**config.mk**
```make
export PLATFORM = sky130hd
export DESIGN_NAME = radial_falloff_alpha_mask
export DESIGN_NICKNAME = d
export VERILOG_FILES = /design/src/rtl/rfam_pkg.sv /design/src/rtl/radial_falloff_alpha_mask.sv /design/src/rtl/rfam_front.sv /design/src/rtl/rfam_sqrt_cell.sv
export SDC_FILE = /design/constraint.sdc
export NUM_CORES = 1
export LEC_CHECK = 0
export BUFFER_PORTS_ARGS = -buffer_cell sky130_fd_sc_hd__buf_2
export CELL_PAD_IN_SITES_DETAIL_PLACEMENT = 1
export CELL_PAD_IN_SITES_GLOBAL_PLACEMENT = 1
export CORE_MARGIN = 4
export CORE_UTILIZATION = 45
export CTS_CLUSTER_DIAMETER = 100
export DETAILED_ROUTE_END_ITERATION = 7
export PLACE_DENSITY = 0.72
export SYNTH_ARGS = -nofsm -noshare
export SYNTH_HDL_FRONTEND = slang
export SYNTH_SLANG_ARGS = --single-unit
```
**constraint.sdc**
```tcl
create_clock -name clk -period 6.2 [get_ports clk]
set_input_delay 0.62 -clock clk [delete_from_list [all_inputs] [get_ports clk]]
set_output_delay 0.62 -clock clk [all_outputs]
set_load 0.005 [all_outputs]
```
**src/rtl/rfam_pkg.sv**
```systemverilog
`timescale 1ns / 1ps
package rfam_pkg;

  // Largest radius a register write may set.
  localparam int RFAM_MAX_RADIUS = 200;

  // Register map: byte address bit 2 selects the register index.
  localparam logic RFAM_REG_CIRCLE_RADIUS = 1'b0;

  localparam int RFAM_RADIUS_W = 8;
  localparam int RFAM_COORD_W  = 9;
  localparam int RFAM_SIDE_W   = 10;   // 2*(radius+1) before it is cut to the port width
  localparam int RFAM_SQR_W    = 18;   // square of a 9-bit offset
  localparam int RFAM_SUM_W    = 19;   // sum of two squares, at most 2*511*511
  localparam int RFAM_ROOT_W   = 20;   // partial root inside the digit recurrence
  localparam int RFAM_NUM_CELLS = 10;  // one cell per base-4 digit of the sum

  typedef struct packed {
    logic [RFAM_COORD_W-1:0] pixel_row;
    logic [RFAM_COORD_W-1:0] pixel_col;
  } pixel_word_t;

  typedef struct packed {
    logic [RFAM_RADIUS_W-1:0] alpha_value;
    logic [RFAM_COORD_W-1:0]  frame_side;
    logic                     outside_frame;
  } mask_word_t;

  // Word handed from one square-root cell to the next.
  typedef struct packed {
    logic [RFAM_SUM_W-1:0]    rem;
    logic [RFAM_ROOT_W-1:0]   root;
    logic [RFAM_RADIUS_W-1:0] radius;
    logic                     outside;
  } sqrt_word_t;

endpackage

```
**src/rtl/radial_falloff_alpha_mask.sv**
```systemverilog
`timescale 1ns / 1ps
// Radial falloff alpha mask, one mask pixel per word.
//
// Pixel channel: pixel_valid / pixel_stall carry a word with pixel_row and
// pixel_col. Mask channel: mask_valid / mask_stall carry alpha_value,
// frame_side and outside_frame. A word moves at a clock edge where valid is
// high and stall is low. The APB port holds circle_radius at byte address 0.
//
// An accepted pixel passes to its mask word on the port through three front
// stages (center offsets, squares, sum of squares), ten cells of the
// digit-by-digit square root, one per base-4 digit of the 19-bit sum, and
// the output register that forms the alpha. A new pixel is accepted in every
// cycle while mask_stall is low, so throughput is then one word per clock.
//
// Reset clears every valid bit and sets the radius to 1. When the receiver
// stalls, each stage holds its word and a stage with no word still takes one
// from its neighbor, so the bubbles close up before pixel_stall is raised.
// Radius writes are expected only while no pixel is in flight.
module radial_falloff_alpha_mask #(
  parameter int MAX_RADIUS = rfam_pkg::RFAM_MAX_RADIUS
) (
  input  logic                  clk,
  input  logic                  rst,
  // pixel channel
  input  logic                  pixel_valid,
  output logic                  pixel_stall,
  input  rfam_pkg::pixel_word_t pixel,
  // mask channel
  output logic                  mask_valid,
  input  logic                  mask_stall,
  output rfam_pkg::mask_word_t  mask,
  // configuration
  input  logic                  psel,
  input  logic                  penable,
  input  logic                  pwrite,
  input  logic [2:0]            paddr,
  input  logic [31:0]           pwdata,
  output logic [31:0]           prdata,
  output logic                  pready
);
  import rfam_pkg::*;

  localparam int LAST = RFAM_NUM_CELLS - 1;

  // The radius register. A write of zero leaves it alone, and a value above
  // the limit is clamped to the limit.
  logic [RFAM_RADIUS_W-1:0] radius;
  logic [RFAM_RADIUS_W-1:0] wr_value;
  logic                     wr_en;

  assign pready   = 1'b1;
  assign wr_value = pwdata[RFAM_RADIUS_W-1:0];
  assign wr_en    = psel && penable && pwrite && (paddr[2] == RFAM_REG_CIRCLE_RADIUS);

  always_ff @(posedge clk) begin
    if (rst) begin
      radius <= RFAM_RADIUS_W'(1);
    end else if (wr_en && (wr_value != '0)) begin
      if ({2'b00, wr_value} > 10'(MAX_RADIUS)) begin
        radius <= RFAM_RADIUS_W'(MAX_RADIUS);
      end else begin
        radius <= wr_value;
      end
    end
  end

  always_comb begin
    if (paddr[2] == RFAM_REG_CIRCLE_RADIUS) begin
      prdata = {{(32 - RFAM_RADIUS_W){1'b0}}, radius};
    end else begin
      prdata = '0;
    end
  end

  // Front stages feed the first cell of the square-root chain.
  logic       front_ready;
  logic       front_valid;
  sqrt_word_t front_word;

  logic       cell_valid [RFAM_NUM_CELLS];
  logic       cell_ready [RFAM_NUM_CELLS];
  sqrt_word_t cell_word  [RFAM_NUM_CELLS];

  logic       out_ready;

  assign pixel_stall = !front_ready;

  rfam_front u_front (
    .clk        (clk),
    .rst        (rst),
    .up_valid   (pixel_valid),
    .up_word    (pixel),
    .radius     (radius),
    .up_ready   (front_ready),
    .valid      (front_valid),
    .word       (front_word),
    .down_ready (cell_ready[0])
  );

  for (genvar i = 0; i < RFAM_NUM_CELLS; i++) begin : g_cell
    logic       in_valid_i;
    sqrt_word_t in_word_i;
    logic       down_ready_i;

    if (i == 0) begin : g_head
      assign in_valid_i = front_valid;
      assign in_word_i  = front_word;
    end else begin : g_body
      assign in_valid_i = cell_valid[i-1];
      assign in_word_i  = cell_word[i-1];
    end

    if (i == LAST) begin : g_tail
      assign down_ready_i = out_ready;
    end else begin : g_link
      assign down_ready_i = cell_ready[i+1];
    end

    rfam_sqrt_cell #(
      .STEP (i)
    ) u_cell (
      .clk        (clk),
      .rst        (rst),
      .up_valid   (in_valid_i),
      .up_word    (in_word_i),
      .up_ready   (cell_ready[i]),
      .valid      (cell_valid[i]),
      .word       (cell_word[i]),
      .down_ready (down_ready_i)
    );
  end

  // Output register: the root is the integer distance, and the alpha is the
  // radius minus that distance inside the circle.
  sqrt_word_t               fin;
  logic [RFAM_SIDE_W-1:0]   fin_side;
  logic                     fin_inside;
  mask_word_t               mask_next;

  always_comb begin
    fin        = cell_word[LAST];
    fin_side   = {({1'b0, fin.radius} + RFAM_COORD_W'(1)), 1'b0};
    fin_inside = !fin.outside &&
                 (fin.root <= {{(RFAM_ROOT_W - RFAM_RADIUS_W){1'b0}}, fin.radius});
    mask_next.frame_side    = fin_side[RFAM_COORD_W-1:0];
    mask_next.outside_frame = fin.outside;
    if (fin_inside) begin
      mask_next.alpha_value = fin.radius - fin.root[RFAM_RADIUS_W-1:0];
    end else begin
      mask_next.alpha_value = '0;
    end
  end

  assign out_ready = !mask_valid || !mask_stall;

  always_ff @(posedge clk) begin
    if (rst) begin
      mask_valid <= 1'b0;
    end else if (out_ready) begin
      mask_valid <= cell_valid[LAST];
    end
  end

  always_ff @(posedge clk) begin
    if (out_ready && cell_valid[LAST]) begin
      mask <= mask_next;
    end
  end

  // The clamp and the zero-write rule keep the radius in its legal range.
  a_radius_range: assert property (@(posedge clk) disable iff (rst)
    (radius != '0) && ({2'b00, radius} <= 10'(MAX_RADIUS)))
    else $error("radius register left its legal range");

  // A pixel outside the frame never carries a nonzero alpha.
  a_outside_zero: assert property (@(posedge clk) disable iff (rst)
    mask_valid && mask.outside_frame |-> mask.alpha_value == '0)
    else $error("outside pixel has nonzero alpha");

  // The alpha can never exceed the radius it was formed from.
  a_alpha_bound: assert property (@(posedge clk) disable iff (rst)
    mask_valid |-> mask.alpha_value <= radius)
    else $error("alpha above radius");

  // A word taken from the last cell shows up on the mask port next cycle.
  a_last_cell_moves: assert property (@(posedge clk) disable iff (rst)
    cell_valid[LAST] && out_ready |=> mask_valid)
    else $error("result from the square-root chain was lost");

endmodule

```
**src/rtl/rfam_front.sv**
```systemverilog
`timescale 1ns / 1ps
module rfam_front (
  input  logic                                clk,
  input  logic                                rst,
  input  logic                                up_valid,
  input  rfam_pkg::pixel_word_t               up_word,
  input  logic [rfam_pkg::RFAM_RADIUS_W-1:0]  radius,
  output logic                                up_ready,
  output logic                                valid,
  output rfam_pkg::sqrt_word_t                word,
  input  logic                                down_ready
);
  import rfam_pkg::*;

  // Stage a: offsets from the center and the frame test.
  logic                     a_valid;
  logic [RFAM_COORD_W-1:0]  a_dx;
  logic [RFAM_COORD_W-1:0]  a_dy;
  logic [RFAM_RADIUS_W-1:0] a_radius;
  logic                     a_outside;
  // Stage b: the two squares.
  logic                     b_valid;
  logic [RFAM_SQR_W-1:0]    b_dx2;
  logic [RFAM_SQR_W-1:0]    b_dy2;
  logic [RFAM_RADIUS_W-1:0] b_radius;
  logic                     b_outside;

  logic                     a_ready;
  logic                     b_ready;
  logic                     c_ready;

  logic [RFAM_COORD_W-1:0]  centre;
  logic [RFAM_SIDE_W-1:0]   side;
  logic [RFAM_COORD_W-1:0]  dx_next;
  logic [RFAM_COORD_W-1:0]  dy_next;
  logic                     outside_next;

  always_comb begin
    centre = {1'b0, radius} + RFAM_COORD_W'(1);
    side   = {centre, 1'b0};
    outside_next = ({1'b0, up_word.pixel_row} >= side) ||
                   ({1'b0, up_word.pixel_col} >= side);
    if (up_word.pixel_row >= centre) begin
      dx_next = up_word.pixel_row - centre;
    end else begin
      dx_next = centre - up_word.pixel_row;
    end
    if (up_word.pixel_col >= centre) begin
      dy_next = up_word.pixel_col - centre;
    end else begin
      dy_next = centre - up_word.pixel_col;
    end
  end

  assign c_ready  = !valid || down_ready;
  assign b_ready  = !b_valid || c_ready;
  assign a_ready  = !a_valid || b_ready;
  assign up_ready = a_ready;

  always_ff @(posedge clk) begin
    if (rst) begin
      a_valid <= 1'b0;
      b_valid <= 1'b0;
      valid   <= 1'b0;
    end else begin
      if (a_ready) begin
        a_valid <= up_valid;
      end
      if (b_ready) begin
        b_valid <= a_valid;
      end
      if (c_ready) begin
        valid <= b_valid;
      end
    end
  end

  always_ff @(posedge clk) begin
    if (a_ready && up_valid) begin
      a_dx      <= dx_next;
      a_dy      <= dy_next;
      a_radius  <= radius;
      a_outside <= outside_next;
    end
    if (b_ready && a_valid) begin
      b_dx2     <= RFAM_SQR_W'(a_dx) * RFAM_SQR_W'(a_dx);
      b_dy2     <= RFAM_SQR_W'(a_dy) * RFAM_SQR_W'(a_dy);
      b_radius  <= a_radius;
      b_outside <= a_outside;
    end
    if (c_ready && b_valid) begin
      word.rem     <= {1'b0, b_dx2} + {1'b0, b_dy2};
      word.root    <= '0;
      word.radius  <= b_radius;
      word.outside <= b_outside;
    end
  end

endmodule

```
**src/rtl/rfam_sqrt_cell.sv**
```systemverilog
`timescale 1ns / 1ps
module rfam_sqrt_cell #(
  parameter int STEP = 0
) (
  input  logic                 clk,
  input  logic                 rst,
  input  logic                 up_valid,
  input  rfam_pkg::sqrt_word_t up_word,
  output logic                 up_ready,
  output logic                 valid,
  output rfam_pkg::sqrt_word_t word,
  input  logic                 down_ready
);
  import rfam_pkg::*;

  // Each cell settles one base-4 digit, the most significant one first.
  localparam int SHIFT = 2 * (RFAM_NUM_CELLS - 1 - STEP);
  localparam logic [RFAM_ROOT_W-1:0] BIT = {{(RFAM_ROOT_W-1){1'b0}}, 1'b1} << SHIFT;

  logic [RFAM_ROOT_W:0] trial;
  sqrt_word_t           word_next;

  always_comb begin
    trial     = {1'b0, up_word.root} + {1'b0, BIT};
    word_next = up_word;
    if ({{(RFAM_ROOT_W + 1 - RFAM_SUM_W){1'b0}}, up_word.rem} >= trial) begin
      word_next.rem  = up_word.rem - trial[RFAM_SUM_W-1:0];
      word_next.root = (up_word.root >> 1) + BIT;
    end else begin
      word_next.root = up_word.root >> 1;
    end
  end

  assign up_ready = !valid || down_ready;

  always_ff @(posedge clk) begin
    if (rst) begin
      valid <= 1'b0;
    end else if (up_ready) begin
      valid <= up_valid;
    end
  end

  always_ff @(posedge clk) begin
    if (up_ready && up_valid) begin
      word <= word_next;
    end
  end

endmodule

```
Word-level counts from Yosys, hierarchy flattened
Cells that the tools add are included.

word-level totals
  flip-flop bits (word level) = 599
  bits of input ports = 60
  word-level logic and storage cells = 207

operators by class
  $add $sub $neg = 35
  $mul = 2
  order comparisons = 16
  multiplexer cells = 23
  bitwise logic cells = 1
  reductions and logical operators = 52

operator list
  operator                                        count
  2-to-1 mux 19 bit                               18
  greater-or-equal comparator 19 x 21 -> 1 bit    9
  subtractor 19 bit                               8
  multiplier 9 x 9 -> 18 bit                      2
  subtractor 9 bit                                4
  adder 20 x 1 -> 21 bit, second input constant   1
  adder 20 x 11 -> 21 bit, second input constant  1
  adder 20 x 13 -> 21 bit, second input constant  1
  adder 20 x 15 -> 21 bit, second input constant  1
  adder 20 x 3 -> 21 bit, second input constant   1
  adder 20 x 5 -> 21 bit, second input constant   1
  adder 20 x 7 -> 21 bit, second input constant   1
  adder 20 x 9 -> 21 bit, second input constant   1
  adder 19 x 1 -> 20 bit, second input constant   1
  adder 19 x 11 -> 20 bit, second input constant  1
  adder 19 x 13 -> 20 bit, second input constant  1
  adder 19 x 15 -> 20 bit, second input constant  1
  adder 19 x 17 -> 20 bit, second input constant  1
  adder 19 x 3 -> 20 bit, second input constant   1
  adder 19 x 5 -> 20 bit, second input constant   1
  adder 19 x 7 -> 20 bit, second input constant   1
  adder 19 x 9 -> 20 bit, second input constant   1
  greater-or-equal comparator 9 x 10 -> 1 bit     2
  less-or-equal comparator 20 x 8 -> 1 bit        1
  17 further kinds                                68

Depth between registers and ports, before layout
Gate-level depths: netlist (run 1).

  word-level depth = 16
  depth in mapped cells = 19
  gate-level depth less buffers = 18

Hierarchy
Synthesis (run 1) repeated with hierarchy kept, for this count alone.

second synthesis, totals
  cells, all modules = 4,117
  area total of the unflattened synthesis = 43,579.3 um^2

modules (own cells, without submodules)
  module                             times used  cells each  area an instance (um^2)  seq. area each (um^2)
  rfam_front                         1           994         9,975.8                  3,002.9
  rfam_sqrt_cell (g_cell[7].u_cell)  1           336         3,553.4                  1,461.4
  rfam_sqrt_cell (g_cell[9].u_cell)  1           349         3,523.4                  1,461.4
  rfam_sqrt_cell (g_cell[8].u_cell)  1           343         3,415.8                  1,461.4
  rfam_sqrt_cell (g_cell[3].u_cell)  1           273         3,206.8                  1,461.4
  rfam_sqrt_cell (g_cell[6].u_cell)  1           307         3,163.0                  1,461.4
  rfam_sqrt_cell (g_cell[5].u_cell)  1           272         3,098.0                  1,461.4
  rfam_sqrt_cell (g_cell[0].u_cell)  1           268         3,034.2                  1,461.4
  rfam_sqrt_cell (g_cell[4].u_cell)  1           270         2,946.6                  1,461.4
  rfam_sqrt_cell (g_cell[1].u_cell)  1           245         2,932.8                  1,461.4
  rfam_sqrt_cell (g_cell[2].u_cell)  1           261         2,886.5                  1,461.4
  radial_falloff_alpha_mask          1           199         1,843.0                  690.7

Worst setup path before layout (run 1)
OpenSTA, ideal clock, no wires.

  kind = reg-to-reg
  start point = reg u_front.a_dx[6]
  end point = reg u_front.b_dx2[14] (data pin)
  setup time = 158 ps
  arrival time = 4,387 ps
  path slack = 1,655 ps
  stages on the path, launching flop included = 18
  buffers on the path = 1
  period minus slack after synthesis = 4,545 ps
  path through = edfxtp_1 > clkbuf_1 > and2_1 > inv_1 > fa_1 > inv_1 > fa_1 > inv_1 > fa_1 > fa_1 > inv_1 > ha_1 > o21ai_0 > a21boi_0 > o21ai_0 > a21oi_1 > or4_1 > o211ai_1

between the ends
  longest elaborated chain between the ends = 1

ends and longest elaborated chain
  element                     line              text
  start, declared             rfam_front.sv:17  logic [RFAM_COORD_W-1:0] a_dx;
  start signal, assigned      rfam_front.sv:80  a_dx <= dx_next;
  multiplier 9 x 9 -> 18 bit  rfam_front.sv:86  b_dx2 <= RFAM_SQR_W'(a_dx) * RFAM_SQR_W'(a_dx);
  end signal, assigned        rfam_front.sv:86
  end, declared               rfam_front.sv:23  logic [RFAM_SQR_W-1:0] b_dx2;

Every way passes these cells.
A chain may end at the register's enable or synchronous reset.

Worst setup path in the final report (run 1)
  start point = reg u_front.a_dy[1]
  end point = reg u_front.b_dy2[16] (data pin)

between the ends
  longest elaborated chain between the ends = 1

ends and longest elaborated chain
  element                     line              text
  start, declared             rfam_front.sv:18  logic [RFAM_COORD_W-1:0] a_dy;
  start signal, assigned      rfam_front.sv:81  a_dy <= dy_next;
  multiplier 9 x 9 -> 18 bit  rfam_front.sv:87  b_dy2 <= RFAM_SQR_W'(a_dy) * RFAM_SQR_W'(a_dy);
  end signal, assigned        rfam_front.sv:87
  end, declared               rfam_front.sv:24  logic [RFAM_SQR_W-1:0] b_dy2;

Every way passes these cells.

==> flow_summary.json, run 1 <==
{
  "power_mw": 10.3,
  "grt_pass1_wl_um": 85200,
  "min_from": "pwdata[6]",
  "ys_ff_latch": 453,
  "crit_start": "u_front.a_dy[1]",
  "path_cells": "and2_1 -> inv_1 -> fa_1 -> inv_1 -> fa_1 -> inv_1 -> fa_1 -> fa_1 -> inv_1 -> ha_1 -> o21ai_0 -> a21boi_0 -> o21ai_0 -> o21ai_0 -> a31oi_1 -> xnor2_1",
  "synth_top_flop_cell": "edfxtp_1",
  "fmaxAchievable_mhz": 189,
  "clock_sinks": 453,
  "dr.pass1.iters": 5,
  "synth.distinct_cells": 73,
  "synth_area_leaders": "edfxtp_1 52%, ha_1 11%, fa_1 5.9%",
  "drt-total-wl_um": 51400,
  "grtUsageTotal_pct": 17.5,
  "ctsHtreeMaxLevel": 2,
  "fin_worst_skew_ns": 0.0252,
  "post-place-ws_ns": 0.980,
  "worst_slack_ns": 0.922,
  "syn_area_mm2": 0.0249,
  "hp-class": "primary input to flip-flop",
  "crit_path_max_incr_delay_ns": 0.59,
  "hold_depth": 3,
  "worstSetupPathType": "flip-flop to flip-flop",
  "io_buffers": 60,
  "finalCritPeriodShare_pct": 85.1,
  "worstReg2RegStart": "u_front.a_dy[1]",
  "postSynthAreaPerCell_um2": 12.2,
  "initial_utilization_pct": 45.9,
  "boundaryPins": 113,
  "ys_warn_count": 0,
  "drtIter0Drc": 537,
  "path_max_fanout": 10,
  "clk_pin_slew_worst_paths_ns": 0.06,
  "ys_seq_area_share_pct": 53.8,
  "r2r-end": "u_front.b_dy2[16]",
  "cp_slowest_cell": "edfxtp_1",
  "antenna_left": 0,
  "area_growth_pct": 11.2,
  "fp.dieW_um": 243,
  "vias": 15129,
  "synthMostInstantiatedCell": "edfxtp_1",
  "power_density_mw_per_mm2": 373,
  "endpoint_kind": "flip-flop",
  "crit_family": "adder cells",
  "ctsResizeCount": 0,
  "synth_edf_count": 431,
  "crit_required_ns": 6.54,
  "cts_made_buffers": 49,
  "outcome": "complete, no violations",
  "finalSetupViolCount": 0,
  "arrival_ns": 5.62,
  "placed_cell_area_mm2": 0.0260,
  "synth_commonest_cells": "431 x edfxtp_1, 284 x inv_1, 211 x ha_1",
  "fin_nets": 2476,
  "report.final.slew_viol_count": 0,
  "viasPerCell": 5.27,
  "slew_headroom_pct": 23.5,
  "rows": 85,
  "vdd.ir_drop.worst_uv": 274,
  "die_h_um": 243,
  "yosys.area.top_type": "edfxtp_1",
  "grt_max_degree": 44,
  "fin_area_mm2": 0.0277,
  "hpwl_um": 39900,
  "clockBufferDepth": 3,
  "clk-insertion-delay-late_ns": 0.59,
  "drive_gt1_share_pct": 8.66,
  "antenna_found_initial": 1,
  "drc": 0,
  "maxCapViolCount": 0,
  "grt-ovfl-total": 0,
  "rsz0062_at_grt": "false",
  "fin_crit_ns": 5.28,
  "r2r_setup_slack_ns": 0.92,
  "core-area_mm2": 0.0542,
  "die_area_mm2": 0.0591,
  "wl_per_cell_um": 17.9,
  "cts_hold_buffers": 0,
  "synth_top_area_share_pct": 52.0,
  "leakage_nw": 11.2,
  "tritoncts": "done",
  "clockRootBuffer": "clkbuf_16",
  "netlist_instances": 2043,
  "post_cts_buffers": 0,
  "r2r_cells": 16,
  "tns_ns": 0,
  "synthArstFlopShare_pct": 0,
  "grt_pass1_vias": 16909,
  "critPathBufInv": 4,
  "worst_pin_slew_ns": 1.14,
  "hold_viol": 0,
  "min_to": "radius[6]",
  "cp-start-kind": "flip-flop",
  "gp_congestion": 0.807
}
## tightest hold or removal path, delay by kind of cell
family | cells | cell delay [ns]
buf+inv | 1 | 0.11
compound gates | 1 | 0.05
simple gates | 1 | 0.05
## power breakdown
group | internal, mW | switching (mW)
combinational | 1.51 | 1.96
clock | 1.83 | 1.21
sequential | 3.70 | 0.112
## metrics by stage
step / util, % / hold WS (ns) / instances
after detailed placement: 47.9 / 0.406 / 2777
after global routing: 51.0 / 0.272 / 2869
after CTS: 51.0 / 0.249 / 2868
after floorplan: - / 0.400 / 2068
after global placement: 47.9 / 0.401 / 2777
final: 51.0 / 0.293 / 2869
## layout make-up
cell class,count,area [µm²]
Inverter,285,1070
Clock inverter,26,343
Timing Repair Buffer,68,360
Tap cell,696,871
Antenna cell,1,2.50
Multi-Input combinational cell,1275,10300
Sequential cell,453,13400
Fill cell,5615,26600
Clock buffer,65,1350
## routing by layer
layer	track usage [%]	wire length (µm)	share of wire, %
met1	19.1	20000	39
met2	34.9	29000	56
met3	2.55	1230	2.4
met4	4.89	1230	2.4
met5	0	0	0
## sequential cells by signal, summed over array words and instances (netlist names), 9 cells and up
name                 flops
g_cell.u_cell.word     316
u_front.word            28
mask                    17
u_front.b_dx2           17
u_front.b_dy2           17
g_cell.u_cell.valid     10
u_front.a_dx             9
u_front.a_dy             9
## logic make-up (layout without fill, tap and decap cells)
kind of cell / after synthesis / after routing / synth area share [%]
other: 2 / 28 / 0.0302
XOR/XNOR: 124 / 124 / 4.36
multiplexers: 26 / 26 / 1.13
buffers and inverters: 340 / 444 / 5.59
flip-flops: 453 / 453 / 53.8
AO/OA/AOI/OAI: 349 / 349 / 8.97
AND/OR/NAND/NOR: 465 / 465 / 9.67
adder cells (fa/ha/maj): 284 / 284 / 16.5
## cell usage in the layout (no fill, tap or decap), types with 6 or more instances in the layout
master,n
o21a_1,27
ha_1,211
and2_1,50
buf_4,8
clkbuf_1,11
o21bai_1,7
clkbuf_16,50
xor2_1,43
mux2i_1,10
a211oi_1,15
conb_1,27
inv_1,284
nand4_1,20
o21ai_0,70
bufinv_16,7
dfxtp_1,22
or3_1,8
nand2b_1,21
a21boi_0,8
a31oi_1,10
and3_1,8
mux2_2,16
clkinv_1,7
nand3_1,30
fa_1,73
a211o_1,6
a21o_1,52
edfxtp_1,431
xnor2_1,81
buf_2,60
or4_1,9
nand2_1,95
nor3_1,41
a21oi_1,106
nor2_1,102
nor4b_1,6
nor2b_1,27
nor4_1,18
## worst max path at each step
stage | to | slack, ns | depth (start not counted)
5_1_grt | u_front.b_dy2[16] | 0.51 | 16
6_report | u_front.b_dy2[16] | 0.92 | 16
3_3_place_gp | u_front.b_dy2[17] | 1.21 | 16
2_1_floorplan | u_front.b_dx2[14] | 1.65 | 17
3_5_place_dp | u_front.b_dy2[17] | 0.98 | 16
4_1_cts | u_front.b_dy2[16] | 0.94 | 16
Power figures use the tool's default switching activity.
==> inputs of run 2 (changes only) <==
Settings changed: PLACE_DENSITY 0.72 to 0.73, SYNTH_HIERARCHICAL set to 1.
==> run 2 against run 1 <==
  * Combinational power up 20%
  * First-iteration DRC count grew to 2.8 times the previous value
  * Synthesized area rose by 70%
  * Critical path type unchanged
==> flow_summary.json, run 2 <==
{
  "boundaryPins": 113,
  "drtIter0Drc": 1508,
  "power_density_mw_per_mm2": 291,
  "diodes": 0,
  "final_common_cell": "edfxtp_1",
  "multiInputGateArea_mm2": 0.0223,
  "netlist_instances": 3978,
  "clk_pin_slew_worst_paths_ns": 0.06,
  "rows": 112,
  "slew_headroom_pct": 22.6,
  "hold_viol": 0,
  "initial_utilization_pct": 45.4,
  "worst_slack_ns": 1.06,
  "clockRootBuffer": "clkbuf_16",
  "drt-total-wl_um": 102000,
  "crit_path_max_incr_delay_ns": 0.63,
  "antenna_found_initial": 0,
  "antenna_left": 0,
  "rsz0062_at_grt": "false",
  "maxCapViolCount": 0,
  "core-area_mm2": 0.0932,
  "finalSetupViolCount": 0,
  "largest_reg_flops": 461,
  "wl_per_cell_um": 19.2,
  "cp-start-kind": "flip-flop",
  "fin_worst_skew_ns": 0.0202,
  "syn_area_mm2": 0.0423,
  "path_cells": "and2_1 -> inv_1 -> fa_1 -> inv_1 -> fa_1 -> inv_1 -> fa_1 -> fa_1 -> inv_1 -> ha_1 -> o21a_1 -> o31a_1 -> o41a_1 -> o21ai_0 -> o21ai_0 -> xor2_1",
  "grt_max_degree": 49,
  "die_area_mm2": 0.0989,
  "regArea_mm2": 0.0177,
  "vias": 29199,
  "largestRegisters": "g_cell.u_cell/word (461), u_front/word (28)",
  "post-place-ws_ns": 1.06,
  "cts_made_buffers": 73,
  "ctsHtreeMaxLevel": 3,
  "clockBufferDepth": 3,
  "path_max_fanout": 14,
  "drc": 0,
  "viasPerCell": 5.50,
  "dr.pass1.iters": 5,
  "crit_required_ns": 6.56,
  "final_util_pct": 49.1,
  "cp_slowest_cell": "edfxtp_1",
  "postSynthAreaPerCell_um2": 10.6,
  "place_inst": 5181,
  "drive_gt1_share_pct": 9.64,
  "outcome": "complete, no violations",
  "endpoint_kind": "flip-flop",
  "vdd.ir_drop.worst_uv": 452,
  "report.final.slew_viol_count": 0,
  "fillerInstances": 10164,
  "fin_nets": 4506,
  "clock_sinks": 598,
  "ctsResizeCount": 0,
  "die_h_um": 314,
  "worst_pin_slew_ns": 1.16,
  "top_register": "g_cell.u_cell/word",
  "layout_common_cells": "576 x edfxtp_1, 364 x ha_1, 359 x inv_1, 307 x nand2_1, 233 x a21oi_1",
  "grt_pass1_wl_um": 166000,
  "fmaxAchievable_mhz": 195,
  "io_buffers": 60,
  "tritoncts": "done",
  "ys_warn_count": 6,
  "hold_slack_ns": 0.239,
  "cts_hold_buffers": 0,
  "fp.dieW_um": 314,
  "post_cts_buffers": 0,
  "gp_congestion": 0.860,
  "worstSetupPathType": "flip-flop to flip-flop",
  "clk-insertion-delay-late_ns": 0.63,
  "hpwl_um": 79500,
  "leakage_nw": 18.3,
  "finalCritPeriodShare_pct": 82.9,
  "grtUsageTotal_pct": 20.6,
  "grt-ovfl-total": 0,
  "tns_ns": 0,
  "hp-class": "primary input to flip-flop",
  "fin_crit_ns": 5.14,
  "finalNonFillerCells": 5312,
  "area_growth_pct": 8.25,
  "grt_pass1_vias": 31242,
  "arrival_ns": 5.49
}
==> run 2: layout make-up <==
type / instances / area share, %
Multi-Input combinational cell: 2899 / 48.8
Sequential cell: 598 / 38.8
Clock buffer: 85 / 4.09
Tap cell: 1254 / 3.43
Inverter: 359 / 2.94
Clock inverter: 46 / 1.15
Timing Repair Buffer: 71 / 0.837
==> run 2: worst paths after layout <==
path | from | end | slack [ns] | depth (start not counted)
max | u_front/a_dy[6] | u_front/b_dy2[16] | 1.06 | 16
min reg2reg | g_cell[7].u_cell/word[4] | g_cell[8].u_cell/word[4] | 0.41 | 0
max reg2reg | u_front/a_dy[6] | u_front/b_dy2[16] | 1.06 | 16
min | pwdata[0] | radius[0] | 0.24 | 3
==> run 2: metrics by stage <==
step / total power, mW / area (µm²)
6_report: 13.3 / 45800
5_1_grt: 14.2 / 45800
4_1_cts: 13.5 / 45800
3_5_place_dp: 9.08 / 43400
3_3_place_gp: 8.97 / 43400
2_1_floorplan: 8.12 / 42400
==> run 2: critical path: cells and delay by family (launching register included) <==
family | cells | cell delay [ns]
buffers and inverters | 4 | 0.28
AOI/OAI and AO/OA | 5 | 1.02
xor gates and xnor gates | 1 | 0.18
DFF | 1 | 0.63
and+or+nand+nor | 1 | 0.28
adders and majority gates | 5 | 2.48
==> run 2: power breakdown <==
part | leakage [nW] | switching (mW) | internal (mW) | total (mW)
clock network | 1.15 | 1.71 | 2.55 | 4.27
registers | 5.41 | 0.139 | 4.77 | 4.91
logic | 11.7 | 2.41 | 1.74 | 4.15
==> run 2: layer usage <==
metal | up-vias | part of all wire [%] | GRT usage, %
met5 | - | 0 | 0
met4 | 0 | 3.5 | 7.03
met3 | 167 | 2.3 | 2.34
met2 | 365 | 52 | 38.3
met1 | 14412 | 42 | 24.5
li1 | 14255 | - | -
